### src/hdl/lisl_pkg.sv
// Shared types and constants of the longest increasing subsequence length unit.
package lisl_pkg;

	// Width of one sequence element.
	localparam int unsigned VALUE_W = 32;

	// Width of the reported length field.
	localparam int unsigned LENGTH_W = 11;

	// Width of the input stream data bus.
	localparam int unsigned IN_TDATA_W = 32;

	// Width of the output stream data bus (length padded to whole bytes).
	localparam int unsigned OUT_TDATA_W = 16;

	// Control flags that travel along the cell chain with each element.
	typedef struct packed {
		logic valid;  // A real element occupies this slot of the chain.
		logic last;   // The element closes its sequence.
		logic done;   // Some cell has already stored the element.
	} tok_ctl_t;

endpackage

### src/hdl/lisl_out.sv
// Output register of the unit with the per-sequence overflow flag.
module lisl_out #(
	parameter int unsigned LEN_W = 11
) (
	input  logic                                 clk,
	input  logic                                 arst_n,
	input  lisl_pkg::tok_ctl_t                   ctl_in,
	input  logic [LEN_W-1:0]                     len_in,
	output logic                                 m_axis_tvalid,
	input  logic                                 m_axis_tready,
	output logic [lisl_pkg::OUT_TDATA_W-1:0]     m_axis_tdata,
	output logic                                 m_axis_tlast,
	output logic                                 m_axis_tuser
);

	logic                              valid_q;
	logic                              sticky_q;
	logic [lisl_pkg::LENGTH_W-1:0]     length_q;
	logic                              last_q;
	logic                              ovf_q;
	logic                              load;
	logic                              ovf_now;
	logic [LEN_W+lisl_pkg::LENGTH_W-1:0] len_ext;

	assign load    = !valid_q || m_axis_tready;
	// An element that no cell took was dropped because the table was full.
	assign ovf_now = sticky_q || !ctl_in.done;
	assign len_ext = {{lisl_pkg::LENGTH_W{1'b0}}, len_in};

	always_ff @(posedge clk or negedge arst_n) begin
		if (!arst_n) begin
			valid_q  <= 1'b0;
			sticky_q <= 1'b0;
		end else if (load) begin
			valid_q <= ctl_in.valid;
			if (ctl_in.valid) begin
				sticky_q <= ovf_now && !ctl_in.last;
			end
		end
	end

	always_ff @(posedge clk) begin
		if (load && ctl_in.valid) begin
			length_q <= len_ext[lisl_pkg::LENGTH_W-1:0];
			last_q   <= ctl_in.last;
			ovf_q    <= ovf_now;
		end
	end

	assign m_axis_tvalid = valid_q;
	assign m_axis_tdata  = {{(lisl_pkg::OUT_TDATA_W-lisl_pkg::LENGTH_W){1'b0}}, length_q};
	assign m_axis_tlast  = last_q;
	assign m_axis_tuser  = ovf_q;

endmodule

### config.mk
export PLATFORM = sky130hd
export DESIGN_NAME = lisl_out
export DESIGN_NICKNAME = d
export VERILOG_FILES = /design/src/hdl/lisl_pkg.sv /design/src/hdl/lisl_out.sv
export SDC_FILE = /design/constraint.sdc
export NUM_CORES = 1
export LEC_CHECK = 0
export BUFFER_PORTS_ARGS = -buffer_cell sky130_fd_sc_hd__buf_4
export CORE_AREA = 3 3 42 44
export DETAILED_ROUTE_END_ITERATION = 6
export DIE_AREA = 0 0 45 47
export GPL_TIMING_DRIVEN = 0
export PLACE_DENSITY = 0.69
export SYNTH_ARGS = -nofsm -noshare
export SYNTH_HDL_FRONTEND = slang
export SYNTH_SLANG_ARGS = --single-unit
### constraint.sdc
create_clock -name clk -period 1.2 [get_ports clk]
set_input_delay 0.06 -clock clk [delete_from_list [all_inputs] [get_ports clk]]
set_output_delay 0.06 -clock clk [all_outputs]
set_load 0.005 [all_outputs]
# Word-level counts from Yosys, hierarchy flattened
# Index checks and enable logic that the tools add are counted.
word_totals:
  out_inout_bits: 19
  inputBits: 17
  wordCells: 13
  reg_bits: 15
op_classes:
  n_reduce_logical: 8
ops:
  columns: ["operator", "n"]
  rows:
  - ["$logic_not A1 Y1", 3]
  - ["$logic_and A1 B1 Y1", 2]
  - ["$logic_or A1 B1 Y1", 2]
  - ["$reduce_and A2 Y1", 1]

# Logic depth before layout (Yosys ltp)
# Gate-level depths: netlist (run 1).
logic_depth:
  word_depth: 3
  ltp_mapped: 3
  ltp_nobuf: 3

# Least setup slack after synthesis (run 1)
# No wires, ideal clock.
synth_path:
  path_kind: "register -> register"
  start: "register valid_q (netlist: m_axis_tvalid)"
  end: "register length_q[0] in the netlist's numbering (enable)"
  n_path_buf: 0
  setup_ps: 310
  stages_incl_launch_ff: 3
  arrival_time_ps: 700
  t_required_ps: 890
  path_slack_ps: 190
  period_less_slack_ps: 1010
  cell_sequence: "dfrtp_1 -> nand2b_4 -> and2_4"
synth_via:
  elab_chain_len: 3
synth_lines:
  columns: ["item", "line", "text"]
  rows:
  - ["start: declaration", "lisl_out.sv:16", "logic valid_q;"]
  - ["start signal: assignment", "lisl_out.sv:35", "valid_q <= ctl_in.valid;"]
  - ["$logic_not A1 Y1", "lisl_out.sv:25", "assign load = !valid_q || m_axis_tready;"]
  - ["$logic_or A1 B1 Y1", "lisl_out.sv:25", null]
  - ["$logic_and A1 B1 Y1", "lisl_out.sv:43", "if (load && ctl_in.valid) begin"]
  - ["end signal: assignment", "lisl_out.sv:44", "length_q <= len_ext[lisl_pkg::LENGTH_W-1:0];"]
  - ["end: declaration", "lisl_out.sv:18", "logic [lisl_pkg::LENGTH_W-1:0] length_q;"]
# No other way between the ends.
# A chain may end at the register's enable or synchronous reset.

# Worst setup path after layout (run 1)
layout_path:
  start: "register valid_q (netlist: m_axis_tvalid)"
  end: "register last_q (netlist: m_axis_tlast) (enable)"
layout_via:
  elab_chain_len: 3
layout_lines:
  columns: ["item", "line", "text"]
  rows:
  - ["$logic_not A1 Y1", "lisl_out.sv:25", null]
  - ["$logic_or A1 B1 Y1", "lisl_out.sv:25", null]
  - ["$logic_and A1 B1 Y1", "lisl_out.sv:43", null]
  - ["end signal: assignment", "lisl_out.sv:45", "last_q <= ctl_in.last;"]
  - ["end: declaration", "lisl_out.sv:19", "logic last_q;"]
# No other way between the ends.

==> results of run 1 <==
[critical path, cell delays in order, from the launching register on]
cell      delay, ps
dfrtp_1         410
nand2b_4         80
and2_4          260
[Yosys cell counts]
library cell / n / area (um^2)
dfrtp_1: 2 / 50.1
a21oi_2: 1 / 8.76
nand2b_4: 1 / 13.8
or2b_1: 1 / 7.51
nand2b_1: 1 / 6.26
and2_4: 1 / 8.76
buf_4: 5 / 37.5
a31oi_1: 1 / 6.26
edfxtp_1: 13 / 390
conb_1: 1 / 3.75
inv_1: 1 / 3.75
[cell families (layout without fill, tap and decap cells)]
logic type / Yosys count / after routing / share of synthesized area (%)
compound gates: 2 / 2 / 2.80
flops: 15 / 15 / 82.1
simple gates: 4 / 4 / 6.76
buf+inv: 6 / 54 / 7.69
other cells: 1 / 5 / 0.699
[cell type report]
class,instances,share of cell area [%]
Buffer,5,3.90
Clock buffer,4,2.73
Inverter,1,0.390
Multi-Input combinational cell,11,7.27
Sequential cell,15,45.7
Tap cell,16,2.08
Timing Repair Buffer,44,37.9
[where the power goes]
part | leakage, nW | internal [W] | switching, W
clock | 0.0150 | 0.000129 | 0.000142
sequential | 0.146 | 0.000605 | 0.0000113
combinational | 0.274 | 0.000116 | 0.0000557
[what timing repair did]
item	CTS	global route
hold buffers	14	0
hold endpoints to repair	16	0
resized for setup	0	0
[path summary, 6_finish.rpt]
| path | depth (start not counted) | end |
|---|---|---|
| max | 2 | m_axis_tlast |
| min | 2 | m_axis_tuser |
| max reg2reg | 2 | m_axis_tlast |
| min reg2reg | 2 | sticky_q |
| max in group asynchronous | 2 | sticky_q |
| min in group asynchronous | 2 | m_axis_tvalid |
[sequential cells by signal, summed over array words and instances (netlist names)]
register       cells
sticky_q           1
length_q          11
m_axis_tvalid      1
m_axis_tlast       1
m_axis_tuser       1
[routing by layer]
layer | up-vias | global-route usage (%)
met1 | 174 | 10.5
met5 | - | 0
met2 | 28 | 21.5
met3 | 0 | 4.98
li1 | 193 | -
met4 | 0 | 8.77
[through the flow]
step / utilization [%] / cell area (um^2) / hold WS [ps]
detailed placement: 54.2 / 797 / -154
CTS: 65.5 / 963 / 44.7
global placement: 54.2 / 797 / -155
global route: 65.5 / 963 / 68.0
finish: 65.5 / 963 / 55.3
floorplan: - / 552 / -236
==> results.py, run 1 <==
metrics = {
    "clock_tree": {
        "cts.sinks": 15,
        "cts-root-buf": "clkbuf_4",
        "clock_path_buffers": 2,
        "path_clk_slew_ps": 80,
        "postCtsSetupRepairBufs": 0,
        "cts_tree": "done",
        "cts_max_level": 1,
        "clk_latency_ps": 270,
        "cts-buffers-inserted": 3,
    },
    "status": {
        "status": "finished, final reports clean",
    },
    "worst_setup_path": {
        "regToRegSetupSlack_ps": 140,
        "crit_type": "reg2reg",
        "r2r_start": "m_axis_tvalid",
        "cp_max_fo": 14,
        "cp-end-kind": "flip-flop",
        "cp.arrival_ps": 1030,
        "crit_start": "m_axis_tvalid",
        "required_ps": 1170,
        "cp-start-kind": "flip-flop",
    },
    "die": {
        "rows": 14,
        "io_pins": 36,
        "die_h_um": 47,
        "initial_core_util_pct": 36.5,
        "die-area_um2": 2120,
        "core_um2": 1470,
        "die_w_um": 45,
    },
    "min_path": {
        "min-delay-start": "ctl_in[0]",
        "hp-class": "in2reg",
    },
    "drt": {
        "dr_wl_met3_um": 186,
        "routed_wl_um": 1120,
        "wl_per_cell_um": 11.7,
        "drtIter0Drc": 0,
        "viasPerCell": 4.11,
        "wl_met1_um": 393,
        "drc": 0,
        "wl_met2_um": 539,
        "via_count": 395,
        "highest_layer": "met3",
        "ant_nets": 0,
        "drt_first_pass_iters": 1,
    },
    "layout": {
        "final_cell_mix": "35 x buf_4, 14 x dlygate4sd3_1, 13 x edfxtp_1, 5 x conb_1, 3 x clkbuf_4",
        "final_common_cell": "buf_4",
        "antenna_cells": 0,
        "nets": 98,
        "n_fill_cell": 115,
        "multiInputGateArea_um2": 70.1,
        "seqCellArea_um2": 440,
        "drive_above_1_share_pct": 51.2,
        "final_cells": 96,
        "area_delta_synth_final_pct": 79.5,
    },
    "synthesis": {
        "synthCells": 28,
        "yosys_warnings": 0,
        "synth_area_per_cell_um2": 19.2,
        "ys_seq_area_share_pct": 82.1,
        "syn_area_um2": 537,
        "ys_seq_elements": 15,
        "ys_types": 11,
    },
    "timing": {
        "max_freq_mhz": 946,
        "rsz0062_at_grt": "no",
        "finalHoldViolCount": 0,
        "slew_viol_final": 0,
        "clock-skew-final_ps": 1.93,
        "fin_crit_sh_pct": 88.1,
        "setup-tns-final_ps": 0,
        "setup_violations": 0,
        "setup_ws_ps": 143,
        "min_period_ps": 1060,
    },
    "pwr": {
        "power.total_w": 0.00106,
        "vdd_ir_drop_max_mv": 0.637,
        "p_leak_nw": 0.435,
        "power_density_nw_per_um2": 1100,
    },
    "placement": {
        "io_buffers": 30,
        "pre_cts_slack_ps": 148,
        "numPlacedInstances": 78,
        "gp_congestion": 0.609,
    },
    "global_routing": {
        "grt_pass1_wl_um": 1670,
        "grt_usage_pct": 11.9,
        "antenna_found_initial": 0,
        "overflow": 0,
        "first_global_vias": 429,
        "grt_max_degree": 15,
    },
    "job": {
        "drv_cap": 0,
    },
}
Note: power is estimated with default switching activity, not from simulation.
==> run 2: changes to the inputs <==
--- a/config.mk
+++ b/config.mk
@@ -5,12 +5,14 @@
 export SDC_FILE = /design/constraint.sdc
 export NUM_CORES = 1
 export LEC_CHECK = 0
+export ABC_AREA = 1
 export BUFFER_PORTS_ARGS = -buffer_cell sky130_fd_sc_hd__buf_4
-export CORE_AREA = 3 3 42 44
+export CORE_AREA = 2 2 41 43
 export DETAILED_ROUTE_END_ITERATION = 6
-export DIE_AREA = 0 0 45 47
+export DIE_AREA = 0 0 43 45
 export GPL_TIMING_DRIVEN = 0
 export PLACE_DENSITY = 0.69
+export SKIP_CTS_REPAIR_TIMING = 1
 export SYNTH_ARGS = -nofsm -noshare
 export SYNTH_HDL_FRONTEND = slang
 export SYNTH_SLANG_ARGS = --single-unit
==> run 2 against run 1 <==
Against the previous run: flip-flop and latch count stayed put; first-iteration DRC count rose by 1; largest power group unchanged; sequential power barely moved.
==> results.py, run 2 <==
metrics = {
    "clock_tree": {
        "cts_max_level": 1,
        "cts.sinks": 15,
        "path_clk_slew_ps": 90,
        "clk_latency_ps": 280,
        "cts_tree": "done",
        "cts-root-buf": "clkbuf_4",
        "clock_path_buffers": 2,
        "cts-buffers-inserted": 3,
    },
    "placement": {
        "numPlacedInstances": 83,
        "dpl.hpwl_um": 840,
        "io_buffers": 30,
        "placed_area_um2": 801,
        "gp_congestion": 0.651,
    },
    "worst_setup_path": {
        "cp.arrival_ps": 1030,
        "cp-start-kind": "flip-flop",
        "worstRegToRegCells": 2,
        "regToRegSetupSlack_ps": 170,
        "r2r_start": "m_axis_tvalid",
        "r2r-end": "length_q[1]",
        "cp-end-kind": "flip-flop",
        "cp_max_fo": 14,
        "crit_start": "m_axis_tvalid",
        "crit_type": "reg2reg",
        "endpoint": "length_q[1]",
        "required_ps": 1200,
    },
    "job": {
        "drv_cap": 0,
    },
    "timing": {
        "clock-skew-final_ps": 5.03,
        "slew_viol_final": 0,
        "rsz0062_at_grt": "no",
        "setup_violations": 0,
        "finalHoldViolCount": 0,
        "min_period_ps": 1030,
        "fin_crit_sh_pct": 85.6,
        "max_freq_mhz": 973,
    },
    "drt": {
        "drtIter0Drc": 1,
        "via_count": 404,
        "drt_first_pass_iters": 2,
        "ant_nets": 0,
        "viasPerCell": 4.00,
        "routed_wl_um": 1180,
        "drc": 0,
        "wl_per_cell_um": 11.6,
    },
    "synthesis": {
        "yosys.area.top_type": "edfxtp_1",
        "ys_seq_elements": 15,
        "ys_types": 8,
        "synthAdderAreaFrac_pct": 0,
        "syn_area_um2": 533,
        "synthSimpleGateAreaFrac_pct": 4.93,
        "synth_top_family_by_area": "buffers and inverters",
        "synth-xor-area-share_pct": 0,
        "synth_compound_area_share_pct": 2.58,
        "async_flop_share_pct": 13.3,
        "synth_top_cell_area_share_pct": 73.2,
        "synth_edf_count": 13,
        "yosys_warnings": 0,
        "ys.flop_type": "edfxtp_1",
        "synth.mux.area_fraction_pct": 0,
        "ys_seq_area_share_pct": 82.6,
        "netlist_top_cells_count": "13 x edfxtp_1, 7 x nand2_1, 5 x buf_4",
        "synth_area_per_cell_um2": 16.2,
        "synthCells": 33,
        "yosys.cell_count.top_type": "edfxtp_1",
        "synth_area_leaders": "edfxtp_1 73%, dfrtp_1 9.4%, buf_4 7.0%, nand2_1 4.9%, inv_1 2.1%",
    },
    "pwr": {
        "vdd_ir_drop_max_mv": 0.692,
        "power.total_w": 0.00108,
        "p_leak_nw": 0.451,
        "power_density_nw_per_um2": 1100,
    },
    "die": {
        "die_h_um": 45,
        "die-area_um2": 1940,
        "rows": 14,
        "initial_core_util_pct": 36.2,
        "io_pins": 36,
        "core_um2": 1470,
        "die_w_um": 43,
    },
    "global_routing": {
        "antenna_found_initial": 0,
        "overflow": 0,
        "grt_max_degree": 15,
        "first_global_vias": 345,
        "grt_usage_pct": 11.1,
        "grt_pass1_wl_um": 1490,
    },
    "layout": {
        "final_cells": 101,
        "largest_register_ffs": 11,
        "final_area_um2": 977,
        "n_fill_cell": 115,
        "final_cell_mix": "35 x buf_4, 13 x dlygate4sd3_1, 13 x edfxtp_1, 7 x nand2_1, 5 x conb_1",
        "nets": 103,
        "drive_above_1_share_pct": 47.1,
        "final_common_cell": "buf_4",
        "area_delta_synth_final_pct": 83.3,
        "largest-register": "length_q",
        "antenna_cells": 0,
    },
    "min_path": {
        "hp-class": "in2reg",
    },
    "status": {
        "status": "finished, final reports clean",
    },
}
==> run 2: per-layer routing <==
layer | share of wire, % | track usage, % | wire length (um) | up-vias
met5 | 0 | 0 | 0 | -
met4 | 1.2 | 7.27 | 14 | 0
met3 | 12 | 5.20 | 138 | 2
met2 | 45 | 16.4 | 532 | 28
met1 | 42 | 13.1 | 490 | 169
li1 | - | - | - | 205
==> run 2: worst min path at each step <==
stage	cells past startpoint	to	startpoint
6_report	3	m_axis_tvalid	ctl_in[2]
5_1_grt	3	m_axis_tvalid	ctl_in[2]
4_1_cts	1	m_axis_tvalid	arst_n
3_5_place_dp	1	m_axis_tvalid	arst_n
3_3_place_gp	1	m_axis_tvalid	arst_n
2_1_floorplan	0	m_axis_tvalid	arst_n
==> run 2: final cells by class <==
cell class	instances	area, um^2	share of cell area [%]
Sequential cell	15	440	45.1
Timing Repair Buffer	44	375	38.4
Multi-Input combinational cell	14	66.3	6.79
Buffer	5	37.5	3.84
Clock buffer	4	26.3	2.69
Tap cell	16	20.0	2.05
Inverter	3	11.3	1.15
==> run 2: cells by family after synthesis <==
kind of cell           count (synthesis)
and+or+nand+nor                        7
other                                  1
DFF                                   15
AOI/OAI and AO/OA                      2
buffers and inverters                  8
==> run 2: critical path: stages, from the launching register on <==
cell	delay, ps
dfrtp_1	430
a21oi_4	160
buf_12	160
==> run 2: where the power goes <==
part | internal, W | total (W) | switching (W)
clock | 0.000129 | 0.000285 | 0.000156
sequential | 0.000604 | 0.000615 | 0.0000110
combinational | 0.000117 | 0.000177 | 0.0000602
==> run 2: per-stage QoR <==
step | setup WS (ps) | TNS [ps] | util, % | hold WS, ps
final | 172 | 0 | 66.4 | 11.0
after global routing | 131 | 0 | 66.4 | 9.17
after CTS | -16.8 | -189 | 56.2 | -465
after detailed placement | -2.71 | -32.1 | 54.4 | -155
after global placement | 26.0 | 0 | 54.4 | -155
after floorplan | 103 | 0 | - | -236
