<file path="config.mk">
export PLATFORM = sky130hd
export DESIGN_NAME = lisl_cell
export DESIGN_NICKNAME = d
export VERILOG_FILES = /design/src/hdl/lisl_pkg.sv /design/src/hdl/lisl_cell.sv
export SDC_FILE = /design/constraint.sdc
export NUM_CORES = 1
export LEC_CHECK = 0
export BUFFER_PORTS_ARGS = -buffer_cell sky130_fd_sc_hd__clkbuf_2
export CAP_MARGIN = 20
export CORE_MARGIN = 4
export CORE_UTILIZATION = 28
export CTS_CLUSTER_SIZE = 28
export DETAILED_ROUTE_END_ITERATION = 10
export GPL_ROUTABILITY_DRIVEN = 0
export HOLD_SLACK_MARGIN = 0.02
export REMOVE_ABC_BUFFERS = 1
export SYNTH_ARGS = -nofsm -noshare
export SYNTH_HDL_FRONTEND = slang
export SYNTH_SLANG_ARGS = --single-unit
</file>
<file path="constraint.sdc">
create_clock -name clk -period 6.8 [get_ports clk]
set_input_delay 1.02 -clock clk [delete_from_list [all_inputs] [get_ports clk]]
set_output_delay 1.02 -clock clk [all_outputs]
set_load 0.01 [all_outputs]
</file>
<file path="src/hdl/lisl_pkg.sv">
// Shared types and constants of the longest increasing subsequence length unit.
package lisl_pkg;

	// Width of one sequence element.
	localparam int unsigned VALUE_W = 32;

	// Width of the reported length field.
	localparam int unsigned LENGTH_W = 11;

	// Width of the input stream data bus.
	localparam int unsigned IN_TDATA_W = 32;

	// Width of the output stream data bus (length padded to whole bytes).
	localparam int unsigned OUT_TDATA_W = 16;

	// Control flags that travel along the cell chain with each element.
	typedef struct packed {
		logic valid;  // A real element occupies this slot of the chain.
		logic last;   // The element closes its sequence.
		logic done;   // Some cell has already stored the element.
	} tok_ctl_t;

endpackage

</file>
<file path="src/hdl/lisl_cell.sv">
// One cell of the chain: holds a single tail and passes each element on to its neighbor.
module lisl_cell #(
	parameter int unsigned LEN_W = 11
) (
	input  logic                                  clk,
	input  logic                                  arst_n,
	input  logic                                  en,
	input  lisl_pkg::tok_ctl_t                    ctl_in,
	input  logic signed [lisl_pkg::VALUE_W-1:0]   key_in,
	input  logic        [LEN_W-1:0]               len_in,
	output lisl_pkg::tok_ctl_t                    ctl_out,
	output logic signed [lisl_pkg::VALUE_W-1:0]   key_out,
	output logic        [LEN_W-1:0]               len_out
);

	logic                                occ_q;
	logic signed [lisl_pkg::VALUE_W-1:0] tail_q;
	lisl_pkg::tok_ctl_t                  ctl_q;
	logic signed [lisl_pkg::VALUE_W-1:0] key_q;
	logic        [LEN_W-1:0]             len_q;

	logic seek;
	logic hit_append;
	logic hit_replace;
	logic wr;
	logic occ_next;

	// The element is still looking for its place. An empty cell takes it as a new
	// top tail; a filled cell takes it when its tail is not below the element.
	// Since tails rise strictly along the chain, the first such cell is the right one.
	assign seek        = ctl_in.valid && !ctl_in.done;
	assign hit_append  = seek && !occ_q;
	assign hit_replace = seek && occ_q && (tail_q >= key_in);
	assign wr          = hit_append || hit_replace;
	assign occ_next    = occ_q || hit_append;

	always_ff @(posedge clk or negedge arst_n) begin
		if (!arst_n) begin
			occ_q <= 1'b0;
			ctl_q <= '0;
		end else if (en) begin
			// The closing element empties the cell once it has been counted.
			if (ctl_in.valid && ctl_in.last) begin
				occ_q <= 1'b0;
			end else begin
				occ_q <= occ_next;
			end
			ctl_q.valid <= ctl_in.valid;
			ctl_q.last  <= ctl_in.last;
			ctl_q.done  <= ctl_in.done || wr;
		end
	end

	always_ff @(posedge clk) begin
		if (en) begin
			if (wr) begin
				tail_q <= key_in;
			end
			key_q <= key_in;
			len_q <= len_in + LEN_W'(occ_next);
		end
	end

	assign ctl_out = ctl_q;
	assign key_out = key_q;
	assign len_out = len_q;

endmodule

</file>
; Word level (Yosys, flattened, before mapping)
; Cells that the tools add are included.
[op_classes]
n_addsub = 1
magnitude_cmp = 1
n_mux = 1
reduce_logical = 11
[ops]
columns = operator, n
row1 = greater-or-equal comparator 32 bit, 1
row2 = adder 11 x 1 -> 11 bit, 1
row3 = logical AND 1 bit, 5
row4 = logical OR 1 bit, 3
row5 = logical NOT 1 bit, 2
row6 = AND reduction 2 bit, 1
row7 = two-way mux 1 bit, 1
[word_totals]
ff_bits = 79
in_bits = 49
output_inout_bits = 46
word_cells = 21

; Depth between registers and ports, before layout
; Gate-level depths: netlist (run 1).
[depth]
depth_word = 6
ltp_mapped = 8
ltp_nobuf = 8

; Worst setup path after synthesis (run 1)
; Ideal clock, no wire load.
[synth_timing]
path_type = input port to flip-flop
start = input port key_in[31] in the netlist's numbering
end = register tail_q[0] in the netlist's numbering (enable)
setup_ps = 389
arrival_ps = 2925
required_ps = 6411
path_slack_ps = 3485
cell_stages = 8
n_path_buf = 0
path_cell_list = inv_1 -> ha_1 -> nand4_4 -> nor4_4 -> nand3_1 -> a21boi_1 -> nand4_1 -> nand2_1
[synth_between]
elab_chain_cells = 4
[synth_lines]
columns = element, line
row1 = from (decl), lisl_cell.sv:9  ; input logic signed [lisl_pkg::VALUE_W-1:0] key_in,
row2 = greater-or-equal comparator 32 bit, lisl_cell.sv:33  ; assign hit_replace = seek && occ_q && (tail_q >= key_in);
row3 = logical AND 1 bit, lisl_cell.sv:33
row4 = logical OR 1 bit, lisl_cell.sv:34  ; assign wr = hit_append || hit_replace;
row5 = AND reduction 2 bit (no line), --
row6 = to (signal assigned), lisl_cell.sv:57  ; tail_q <= key_in;
row7 = to (decl), lisl_cell.sv:17  ; logic signed [lisl_pkg::VALUE_W-1:0] tail_q;
; Every way passes these cells.
; A chain may end at the register's enable or synchronous reset.

; Final worst setup path (run 1)
[layout_timing]
start = input port key_in[31] in the netlist's numbering
end = register tail_q[22] in the netlist's numbering (enable)
; The elaborated chain is that of the path after synthesis.

==> results of run 1 <==
## placed cells by master (no fill, tap or decap), drive strengths merged, types with 2 or more instances in the layout
master,synthesis,final
and3,5,5
edfxtp,75,75
nand3,12,12
ha,34,34
a21o,4,4
clkbuf,0,107
nand2,4,4
buf,0,2
nand4,9,9
inv,35,35
o21ai,3,3
a21boi,3,3
bufinv,0,2
nor4,2,2
dfrtp,4,4
a21oi,11,11
xnor2,4,4
nor2,5,5
xor2,5,5
## routing by layer
metal / routed length (um) / vias to the layer above / GRT usage, % / part of all wire (%)
li1: - / 1057 / - / -
met1: 3180 / 1033 / 12.4 / 45
met2: 3320 / 65 / 16.8 / 47
met3: 533 / 8 / 4.32 / 7.5
met4: 88 / 0 / 4.34 / 1.2
met5: 0 / - / 0 / 0
## flip-flops by register name, summed over array words and instances (netlist names)
| register | flops |
|---|---|
| key_out | 32 |
| tail_q | 32 |
| len_out | 11 |
| ctl_out | 3 |
| occ_q | 1 |
## layout make-up
cell class                      instances  area (um^2)
Tap cell                              147          184
Clock inverter                          3         65.1
Inverter                               35          131
Clock buffer                           13          270
Multi-Input combinational cell        112          960
Timing Repair Buffer                   96          485
Sequential cell                        79         2350
Fill cell                            1176         7560
## through the flow
stage          instances  setup WS, ns  util (%)
2_1_floorplan        226          3.49         -
3_3_place_gp         469          3.52      34.2
3_5_place_dp         469          3.46      34.2
4_1_cts              485          3.82      37.0
5_1_grt              485          3.67      37.0
6_report             485          3.82      37.0
## cell usage after synthesis
master                      instances  share of area [%]
sky130_fd_sc_hd__nand2_1            4               0.44
sky130_fd_sc_hd__ha_1              34                 12
sky130_fd_sc_hd__o31ai_1            1               0.22
sky130_fd_sc_hd__nand4_1            6                1.1
sky130_fd_sc_hd__xor2_1             5                1.3
sky130_fd_sc_hd__a21boi_0           2               0.44
sky130_fd_sc_hd__o21ai_0            3               0.44
sky130_fd_sc_hd__nand3_1           12                1.7
sky130_fd_sc_hd__inv_1             35                3.8
sky130_fd_sc_hd__nand4_4            1               0.62
sky130_fd_sc_hd__a211oi_1           1               0.22
sky130_fd_sc_hd__o211ai_1           1               0.22
sky130_fd_sc_hd__o311ai_1           1               0.25
sky130_fd_sc_hd__and3_1             5               0.91
sky130_fd_sc_hd__mux2i_1            1               0.29
sky130_fd_sc_hd__dfrtp_1            4                2.9
sky130_fd_sc_hd__a31o_1             1               0.25
sky130_fd_sc_hd__a31oi_1            1               0.18
sky130_fd_sc_hd__edfxtp_1          75                 65
sky130_fd_sc_hd__nor4_1             1               0.18
sky130_fd_sc_hd__a2111oi_2          1               0.44
sky130_fd_sc_hd__xnor2_1            4                1.0
sky130_fd_sc_hd__nand4_2            2               0.73
sky130_fd_sc_hd__mux2_2             1               0.33
sky130_fd_sc_hd__a21o_1             4               0.87
sky130_fd_sc_hd__a21boi_1           1               0.22
sky130_fd_sc_hd__o21bai_1           1               0.22
sky130_fd_sc_hd__nor4_4             1               0.62
sky130_fd_sc_hd__nor2b_1            1               0.18
sky130_fd_sc_hd__nor2_1             5               0.55
sky130_fd_sc_hd__a21oi_1           11                1.6
## path summary, 6_finish.rpt
kind / slack (ns) / endpoint / startpoint / cells past startpoint
worst max-delay path: 3.82 / tail_q[22]$_DFFE_PP_ / key_in[31] / 10
worst min-delay path: 0.49 / ctl_out[1]$_DFFE_PN0P_ / arst_n / 1
worst max register to register: 4.29 / tail_q[22]$_DFFE_PP_ / tail_q[31]$_DFFE_PP_ / 8
worst min register to register: 0.52 / ctl_out[1]$_DFFE_PN0P_ / ctl_out[1]$_DFFE_PN0P_ / 1
max in group asynchronous: 6.18 / occ_q$_DFFE_PN0P_ / arst_n / 1
min in group clk: 0.52 / ctl_out[1]$_DFFE_PN0P_ / ctl_out[1]$_DFFE_PN0P_ / 1
## worst max-delay path, cell delays in order
cell	delay, ns
sky130_fd_sc_hd__clkbuf_2	0.11
sky130_fd_sc_hd__inv_1	0.05
sky130_fd_sc_hd__ha_1	0.37
sky130_fd_sc_hd__nand4_4	0.16
sky130_fd_sc_hd__nor4_4	0.34
sky130_fd_sc_hd__nand3_1	0.10
sky130_fd_sc_hd__a21boi_1	0.16
sky130_fd_sc_hd__nand4_1	0.13
sky130_fd_sc_hd__nand2_1	0.13
sky130_fd_sc_hd__buf_4	0.38
## power by group through the flow
| stage | sequential, mW | combinational, mW | clock [mW] |
|---|---|---|---|
| after floorplan | 0.600 | 0.0432 | 0 |
| after global placement | 0.587 | 0.116 | 0 |
| after detailed placement | 0.589 | 0.119 | 0 |
| after CTS | 0.579 | 0.119 | 0.550 |
| after global routing | 0.581 | 0.131 | 0.572 |
| final | 0.578 | 0.116 | 0.529 |
## cells by family (layout without fill, tap and decap cells)
logic type / count (synthesis) / in the layout
DFF: 79 / 79
and+or+nand+nor: 38 / 38
buffers and inverters: 35 / 147
adders and majority gates: 34 / 34
AOI/OAI and AO/OA: 29 / 29
xor gates and xnor gates: 9 / 9
muxes: 2 / 2
==> out/summary.md, run 1 <==
The run finished with clean final reports. STA puts the critical path data required time at 6.78 ns. The worst setup skew after layout came out at 0.0106 ns. The initial cell density of the core is 28.7%. Headroom to the max-slew limit came out at 56.5%. The final design instance area without fill was 4450 um^2.

The xor and xnor area share after synthesis is 2.29%, and the number of global-route vias before repair is 2222. The number of vias per cell after detailed routing is 4.46. In this run the worst hold path is classified as primary input to asynchronous set/reset pin. The synthesized netlist devotes 5.56% of its cell area to compound gates. Total power for the finished layout comes to 1.22 mW.

Once detail routing completed, the nets flagged for antenna violations numbered 0. The vias after detailed routing was 2163. The pin count of the biggest net entering global routing came out at 48. Setup violations remaining at the end of the flow were counted as 0. The power per standard cell area was 275 nW/um^2. Clock-pin slew was measured on the worst setup and hold paths at 0.06 ns.

The multiplexer share of the synthesized area was 0.618%. The number of sinks driven by the clock tree is 79, and the switching part of the total is 21.0%. The overall die height was 119 um.

Once the clock tree was built, the setup fixing pass inserted 0 buffers. The floorplan step defined a core boundary enclosing 12000 um^2. The number of search-and-repair iterations in the first detailed-routing pass came out at 4. The tools report the max-slew violation total from the final report as 0. The run gives 9.5% as the proportion of power drawn by combinational gates.

Setup repair after global routing left no endpoint under its margin. Worst ir drop on vdd: 108 uV. Yosys mapped the design onto 31 distinct sky130hd cell types. In this run the tool buffered the top-level ports with 94 buffer cells.

The total inserted antenna cells is 0, and the initial detailed-routing violation count is 102. Relative area change from synthesis to final layout: 29.2%. The synthesized-area fraction occupied by adder cells was 12.4%. The logs give 3 for the CTS H-tree depth and 0 ns for the total negative slack for setup checks. Buffers inserted to repair hold after CTS numbered 0.

The main combinational cell family by area after synthesis is adder cells. For this run, the top clock speed supported by timing is 336 MHz. STA classifies the critical path endpoint as a register.

In this run the clock root is driven by a sky130_fd_sc_hd__clkbuf_16. The share of the Yosys chip area taken by registers is 68.3%. Flip-flop and latch count after synthesis: 79. At the worst endpoint, the arrival time is 2.96 ns.

Global-route wire length before repair: 11300 um. The pin slew with the least headroom to its limit was 0.652 ns. The share of layout cells above drive strength 1 is 34.6%. The area enclosed by the die boundary is 14100 um^2, and the total half-perimeter wirelength after legalization and detailed placement is 5390 um.

The total of warnings raised by yosys is 0, and the portion of total power attributed to sequential cells is 47.3%. The standby leakage power is 1.99 nW. The global-route total usage across every layer came out at 10.5%.

After detailed routing, the total wire length is 7120 um. The average cell area after synthesis is 15.2 um^2. The tools report the post-cts resize count as 0. Summed over all nets, the switching power comes to 0.257 mW.

The remaining global-route overflow was 0; the basic-gate share of the synthesized area counting and, or, nand and nor cells was 7.05%. The maximum number of buffers from clock root to sink was 2. Final-stage net count: 416. The routed design could run at a clock period as short as 2.98 ns. Final hold analysis gives a worst-case slack of 0.486 ns. The initial antenna violation count is 0. The tools report the clock share of power as 43.2%. The wire length per cell after detailed routing came out at 14.7 um.

Of all nets on the critical path, the largest fanout is 31. The area of the mapped netlist is 3440 um^2. In this run the core area contains 40 standard-cell rows.

Measured along the x axis, the die boundary spans 119 um. The final number of hold-violating endpoints was 0. TritonCTS built the clock tree.

Max-cap violations in this run came to 0. Internal power comes to 0.967 mW. Of the available clock period, the critical path in the final layout requires 43.8%. The count of mapped cells out of synthesis came out at 226.

The critical setup path kind is primary input to register. The clock latency at the later pin of the worst-skew pair was 0.33 ns. STA classifies the critical path startpoint as a primary input. After detailed placement, the total cell area comes to 4110 um^2.

The run gives 95 as the I/O pin count. Counting the buffers created by CTS gives 9. In the routed design, unresolved DRC markers number 0.
Power figures use the tool's default switching activity.
==> run 2: changes to the inputs <==
==> constraint.sdc (replaced) <==
create_clock -name clk -period 2.8 [get_ports clk]
set_input_delay 0.42 -clock clk [delete_from_list [all_inputs] [get_ports clk]]
set_output_delay 0.42 -clock clk [all_outputs]
set_load 0.01 [all_outputs]
==> out/summary.md, run 2 (synthesis results as in run 1) <==
TritonCTS built the clock tree. The area inside the core boundary is 12000 um^2 (unchanged), and the data arrival time of the worst path is 2.36 ns (-0.60 ns). Number of search-and-repair iterations in the first detailed-routing pass: 4 (unchanged).

The wire length per cell after detailed routing works out to 14.2 um (-3.4%). The most critical setup path has its startpoint at tail_q[31]$_DFFE_PP_. For the number of rows created at floorplan, the log shows 40 (unchanged). The tools report the total inserted antenna cells as 0 (unchanged). The run gives 1 (+1) as the count of hold buffers inserted by post-cts repair.

The time the final worst path needs with I/O delays and setup is 2.33 ns. The clock transition time at the flip-flop clock pins of the worst setup and hold paths was 0.06 ns (about the same). The slowest stage of the critical path belongs to the cell sky130_fd_sc_hd__ha_1.

The run gives 290 uV (+170%) as the worst ir drop on vdd. Instance area after placement: 4130 um^2 (+0.49%). The startpoint kind of the worst setup timing path is a register. The path depth of the worst reg2reg path was 8 (unchanged). The tools report the capture point of the worst path as tail_q[8]$_DFFE_PP_. Critical-path maximum fanout: 12 (-61%). Walking the worst path, the cells encountered are ha_1 -> nand4_4 -> nor4_4 -> nand3_1 -> a21boi_1 -> nand4_1 -> nand2_1 -> buf_4.

Type of the tightest min-delay check: primary input to register. The share of layout cells above drive strength 1 works out to 34.1% (-0.50 points). The fraction of met2 tracks used by global routing was 16.3% (-0.57 points); the remaining global-route overflow was 0 (unchanged).

Relative slew slack: 59.4% (+2.9 points). The standby leakage power is 1.99 nW (-0.32%). The longest individual stage delay on the worst path is 0.38 ns (about the same).

The run finished with clean final reports. Required time at the endpoint of the critical path: 2.83 ns (-3.95 ns). The number of sinks driven by the clock tree is 79 (unchanged). The post-route core utilization was 37.1% (about the same).

The I/O pin count came out at 95 (unchanged). The run gives 2 (unchanged) as the maximum number of buffers from clock root to sink. The run gives 0 (unchanged) as the final number of hold-violating endpoints.

The pin slew with the least headroom to its limit was 0.609 ns (-0.0431 ns); the met3 track demand over resource was 4.27% (-0.047 points). The count of buffers inserted at the top-level ports was 94 (unchanged); the max-slew violation total from the final report was 0 (unchanged). Of the available clock period, the critical path in the final layout requires 83.3%. The logs give 3 (unchanged) for the CTS H-tree depth and 418 (+0.48%) for the final-stage net count. The busiest metal layer after global routing is met2. The post-cts resize count is 0 (unchanged), and the met1 track demand over resource is 13.1% (+0.73 points).

The run gives 10.5% (about the same) as the global-route total usage across every layer. Residual antenna-violating net count after detailed routing: 0 (unchanged). The initial antenna violation count was 0 (unchanged); the vias after detailed routing was 2109 (-2.5%). The tools report the number of global-route vias before repair as 2218 (-0.18%).

The tree is rooted in a sky130_fd_sc_hd__clkbuf_16. STA classifies the critical path endpoint as a register. The logs give 68 (-33%) for the initial detailed-routing violation count and 0.00774 ns (-0.00289 ns) for the worst setup skew after layout. The pin count of the biggest net entering global routing is 48 (unchanged), and the number of vias per cell after detailed routing is 4.33 (-2.9%). Startpoint of the lowest-slack register-to-register path: tail_q[31]$_DFFE_PP_. The total clock buffers created by CTS is 9 (unchanged), and the floorplan die width is 119 um (unchanged). The critical setup path kind is register to register. The run gives 0 ns (unchanged) as the total negative slack for setup checks.

The library cells used most frequently in the layout, excluding fill and tap cells, are sky130_fd_sc_hd__clkbuf_2, sky130_fd_sc_hd__edfxtp_1, sky130_fd_sc_hd__inv_1. The logs give 6910 um (-3.0%) for the aggregate routed wire length and 14100 um^2 (unchanged) for the area enclosed by the die boundary. The tools report the number of buffers inserted by post-CTS setup repair as 0 (unchanged).

The total half-perimeter wirelength after legalization and detailed placement came out at 5250 um (-2.6%). The global-route wire length before repair was 11400 um (+0.79%). The worst reg-to-reg setup slack came out at 0.47 ns (-3.82 ns). The tools report the clock latency at the later pin of the worst-skew pair as 0.33 ns (about the same). Worst flop-to-flop path endpoint: tail_q[8]$_DFFE_PP_.

The number of max-capacitance violations reported is 0 (unchanged), and the power per standard cell area is 653 nW/um^2 (+140%). For the final design instance area without fill, the log shows 4450 um^2 (about the same). The relative area change from synthesis to final layout came out at 29.3% (about the same).

Leaving out fill and tap cells, the most frequent cell in the layout is sky130_fd_sc_hd__clkbuf_2. The run gives 0 (unchanged) as the total DRC errors in the routed layout. The overall die height came out at 119 um (unchanged).

The number of setup violations in the final report was 0 (unchanged); the initial cell density of the core was 28.7% (unchanged). For this run, the top clock speed supported by timing is 429 MHz. Setup repair after global routing left no endpoint under its margin.
[run 2: area by class of cell]
| class | instances | area, um^2 |
|---|---|---|
| Clock buffer | 12 | 236 |
| Clock inverter | 4 | 72.6 |
| Fill cell | 1188 | 7560 |
| Inverter | 35 | 131 |
| Multi-Input combinational cell | 112 | 960 |
| Sequential cell | 79 | 2350 |
| Tap cell | 147 | 184 |
| Timing Repair Buffer | 98 | 515 |
[run 2: critical path: cells and delay by family (launching register included)]
kind | cells | cell delay (ns)
compound gates | 1 | 0.16
flops | 1 | 0.36
buf+inv | 1 | 0.23
fa+ha+maj | 1 | 0.38
simple gates | 5 | 0.91
[run 2: worst min path at each step]
stage / start / end / depth (start not counted)
CTS: key_in[30] / tail_q[30]$_DFFE_PP_ / 1
finish: ctl_in[1] / occ_q$_DFFE_PN0P_ / 2
global placement: arst_n / ctl_out[1]$_DFFE_PN0P_ / 1
floorplan: arst_n / ctl_out[0]$_DFFE_PN0P_ / 0
global route: key_in[30] / tail_q[30]$_DFFE_PP_ / 1
detailed placement: arst_n / ctl_out[1]$_DFFE_PN0P_ / 1
[run 2: power by group]
group          total (mW)  leakage [nW]  internal, mW  switching, mW
registers            1.40         0.761          1.38         0.0222
clock network        1.22         0.147         0.780          0.441
logic               0.284          1.08         0.117          0.166
total                2.91          1.99          2.28          0.630
[run 2: metrics by stage]
stage	worst slack (ns)	power, mW	instances	hold WS, ns
floorplan	0.0851	1.56	226	0.124
global placement	0.304	1.71	470	0.236
detailed placement	0.235	1.72	470	0.239
CTS	0.427	2.95	487	0.274
global route	0.205	3.05	487	0.280
finish	0.468	2.91	487	0.289
[run 2: metal layers]
layer | vias to the layer above | share of wire (%)
met5 | - | 0
met4 | 0 | 1.6
met3 | 11 | 8.1
met2 | 65 | 45
met1 | 972 | 45
li1 | 1061 | -
==> run 3: changes to the inputs <==
==> constraint.sdc (replaced) <==
create_clock -name clk -period 2.1 [get_ports clk]
set_input_delay 0.315 -clock clk [delete_from_list [all_inputs] [get_ports clk]]
set_output_delay 0.315 -clock clk [all_outputs]
set_load 0.01 [all_outputs]
==> out/summary.md, run 3 (synthesis results as in run 1) <==
The tools report the amount of wire on met3 after detailed routing as 490 um (-12%). The area enclosed by the die boundary is 14100 um^2 (unchanged). The global-route wire length before repair is 11900 um (+4.4%).

The buffer type at the clock tree root was sky130_fd_sc_hd__clkbuf_16. The element type at the critical path end is a register. The final-stage net count came out at 446 (+6.7%). In this run the critical register-to-register path is captured at tail_q[16]$_DFFE_PP_. The post-route clock period utilization was 112% (+28 points). The logs give 0 (unchanged) for the number of max-capacitance violations reported and 2 (unchanged) for the maximum number of buffers from clock root to sink.

Setup repair after global routing could not meet its margin everywhere. Cell-internal power: 3.09 mW (+36%). The floorplan die width is 119 um (unchanged), and the aggregate routed wire length is 7330 um (+6.1%). Initial cell density of the core: 28.7% (unchanged).

The number of standard cells in the layout, taps in and fillers out was 515 (+5.7%). Clock transition time at the flip-flop clock pins of the worst setup and hold paths: 0.06 ns (about the same). Signal routing reaches up to met4. The worst hold path terminates at occ_q$_DFFE_PN0P_. Standby leakage power: 2.14 nW (+7.7%).

The commonest non-fill, non-tap cell in the layout is sky130_fd_sc_hd__clkbuf_2. The tools report the number of setup violations in the final report as 32 (+32). The run gives 2268 (+7.5%) as the vias after detailed routing. The run gives 0 (unchanged) as the initial antenna violation count. The power per standard cell area is 824 nW/um^2 (+26%), and the clock latency at the later pin of the worst-skew pair is 0.34 ns (about the same). The run gives -0.246 ns (-0.714 ns) as the smallest setup slack after layout. The worst register-to-register path begins at tail_q[31]$_DFFE_PP_. The portion of total power attributed to sequential cells came out at 47.3% (-1.0 points).

The worst reg-to-reg setup slack came out at -0.25 ns (-0.71 ns). The tools report the number of rows created at floorplan as 40 (unchanged). The number of sinks driven by the clock tree is 79 (unchanged). The worst ir drop on vdd is 409 uV (+41%), and the path depth of the worst reg2reg path is 8 (unchanged).

The CTS H-tree depth was 3 (unchanged). Total half-perimeter wirelength after legalization and detailed placement: 5600 um (+6.7%). The switching part of the total works out to 22.0% (+0.36 points). The post-placement cell count is 491 (+4.5%). The critical path goes through ha_4 -> nand4_4 -> nor4_4 -> buf_4 -> o311ai_1 -> a31o_1 -> nand2_4 -> clkbuf_16.

The clock share of power was 41.2% (-0.8 points); the max-slew violation total from the final report was 0 (unchanged). The share of layout cells above drive strength 1 was 41.8% (+7.7 points); the number of search-and-repair iterations in the first detailed-routing pass was 4 (unchanged). The type of the tightest min-delay check was primary input to register. The time the final worst path needs with I/O delays and setup is 2.35 ns (+0.0136 ns). The flow ran to the end, but the final reports show violations. The tools report the total DRC errors in the routed layout as 0 (unchanged).

The logs give 2451 (+11%) for the number of global-route vias before repair and 10.9% (+0.39 points) for the global-route total usage across every layer. The critical-path maximum fanout is 10 (-2). The remaining global-route overflow is 0 (unchanged), and the proportion of power drawn by combinational gates is 11.5% (+1.7 points).

The logs give 48 (unchanged) for the pin count of the biggest net entering global routing and 0.872 mW (+39%) for the switching component of the power. The logs give -0.337 ns (-0.572 ns) for the post-placement setup slack and 0.00679 ns (-0.000949 ns) for the worst setup skew after layout. I/O pin count: 95 (unchanged).

The tools report the startpoint of the lowest-slack hold path as ctl_in[1]. TritonCTS built the clock tree. The initial detailed-routing violation count is 85 (+25%). Compared with the post-synthesis result, the final layout area differs by 39.6%.

The run gives 2.39 ns (+0.03 ns) as the data arrival time of the worst path. The total clock buffers created by CTS came out at 9 (unchanged). For the residual antenna-violating net count after detailed routing, the log shows 0 (unchanged).

The highest attainable clock frequency was 426 MHz (-0.58%). The overall die height is 119 um (unchanged). Number of cells traversed by the worst hold path: 2 (unchanged). The count of buffers inserted at the top-level ports is 94 (unchanged). In the layout the commonest cells are sky130_fd_sc_hd__clkbuf_2, sky130_fd_sc_hd__edfxtp_1, sky130_fd_sc_hd__inv_1. The longest individual stage delay on the worst path works out to 0.41 ns (+0.03 ns). Routed length on met2: 3450 um (+9.8%). The logs give 0 (unchanged) for the final number of hold-violating endpoints and 2.15 ns (-0.68 ns) for the required time at the endpoint of the critical path.

Startpoint kind of the worst setup timing path: a register. The checks that failed: negative setup slack. The number of vias per cell after detailed routing came out at 4.40 (+1.7%). Pin slew with the least headroom to its limit: 0.620 ns (+0.0113 ns). Relative slew slack: 58.6% (-0.75 points). For this design, the slowest cell found on the critical path is sky130_fd_sc_hd__edfxtp_1. The routed length on met1 came out at 3280 um (+6.0%). The critical setup path kind was register to register.

The wire length per cell after detailed routing works out to 14.2 um (+0.35%). The area inside the core boundary was 12000 um^2 (unchanged); the total inserted antenna cells was 0 (unchanged).
## run 3: what timing repair did
action	4_1_cts	5_1_grt
gates cloned	0	2
hold buffers	1	0
pin swaps	0	0
hold endpoints to repair	4	0
gates resized for setup	9	4
setup buffers	3	3
setup endpoints to repair	32	33
## run 3: layer usage
layer | vias up | global-route usage (%)
li1 | 1120 | -
met1 | 1069 | 13.1
met2 | 71 | 17.3
met3 | 8 | 3.51
met4 | 0 | 5.65
met5 | - | 0
## run 3: metrics by stage
step / setup TNS (ns) / util (%) / power (mW) / cell area [um^2] / hold slack (ns)
after floorplan: -16.93 / - / 2.08 / 3440 / 0.0194
after global placement: -8.05 / 35.7 / 2.31 / 4290 / 0.130
after detailed placement: -10.57 / 35.7 / 2.33 / 4290 / 0.133
after CTS: -4.63 / 39.3 / 4.01 / 4720 / 0.172
after global routing: -10.81 / 40.0 / 4.15 / 4810 / 0.181
final: -7.19 / 40.0 / 3.96 / 4810 / 0.193
## run 3: layout make-up
cell class              instances  area, um^2
clock buffers                  10         229
clock inverters                 6        85.1
fillers                      1161        7200
inverters                      35         131
multi-input cells             112        1060
flip-flops and latches         79        2350
well taps                     147         184
repair buffers                126         768
## run 3: critical path: cells and delay by family, from the launching register on
kind	cells	cell delay, ns
flip-flops	1	0.41
AND/OR/NAND/NOR	3	0.64
adder cells (fa/ha/maj)	1	0.30
AO/OA/AOI/OAI	2	0.36
buffers and inverters	2	0.34
## run 3: power by group through the flow
stage               Sequential [mW]  Clock (mW)  Combinational (mW)
floorplan                      1.94           0               0.140
global placement               1.90           0               0.411
detailed placement             1.91           0               0.421
CTS                            1.87        1.69               0.449
global route                   1.88        1.76               0.511
finish                         1.87        1.63               0.455
## run 3: worst max-delay path by stage
| stage | from | endpoint | slack, ns |
|---|---|---|---|
| final | tail_q[31]$_DFFE_PP_ | tail_q[16]$_DFFE_PP_ | -0.25 |
| after detailed placement | key_in[31] | tail_q[24]$_DFFE_PP_ | -0.34 |
| after global routing | tail_q[17]$_DFFE_PP_ | tail_q[25]$_DFFE_PP_ | -0.35 |
| after CTS | tail_q[30]$_DFFE_PP_ | tail_q[24]$_DFFE_PP_ | -0.16 |
| after floorplan | tail_q[31]$_DFFE_PP_ | tail_q[0]$_DFFE_PP_ | -0.53 |
| after global placement | key_in[31] | tail_q[24]$_DFFE_PP_ | -0.26 |
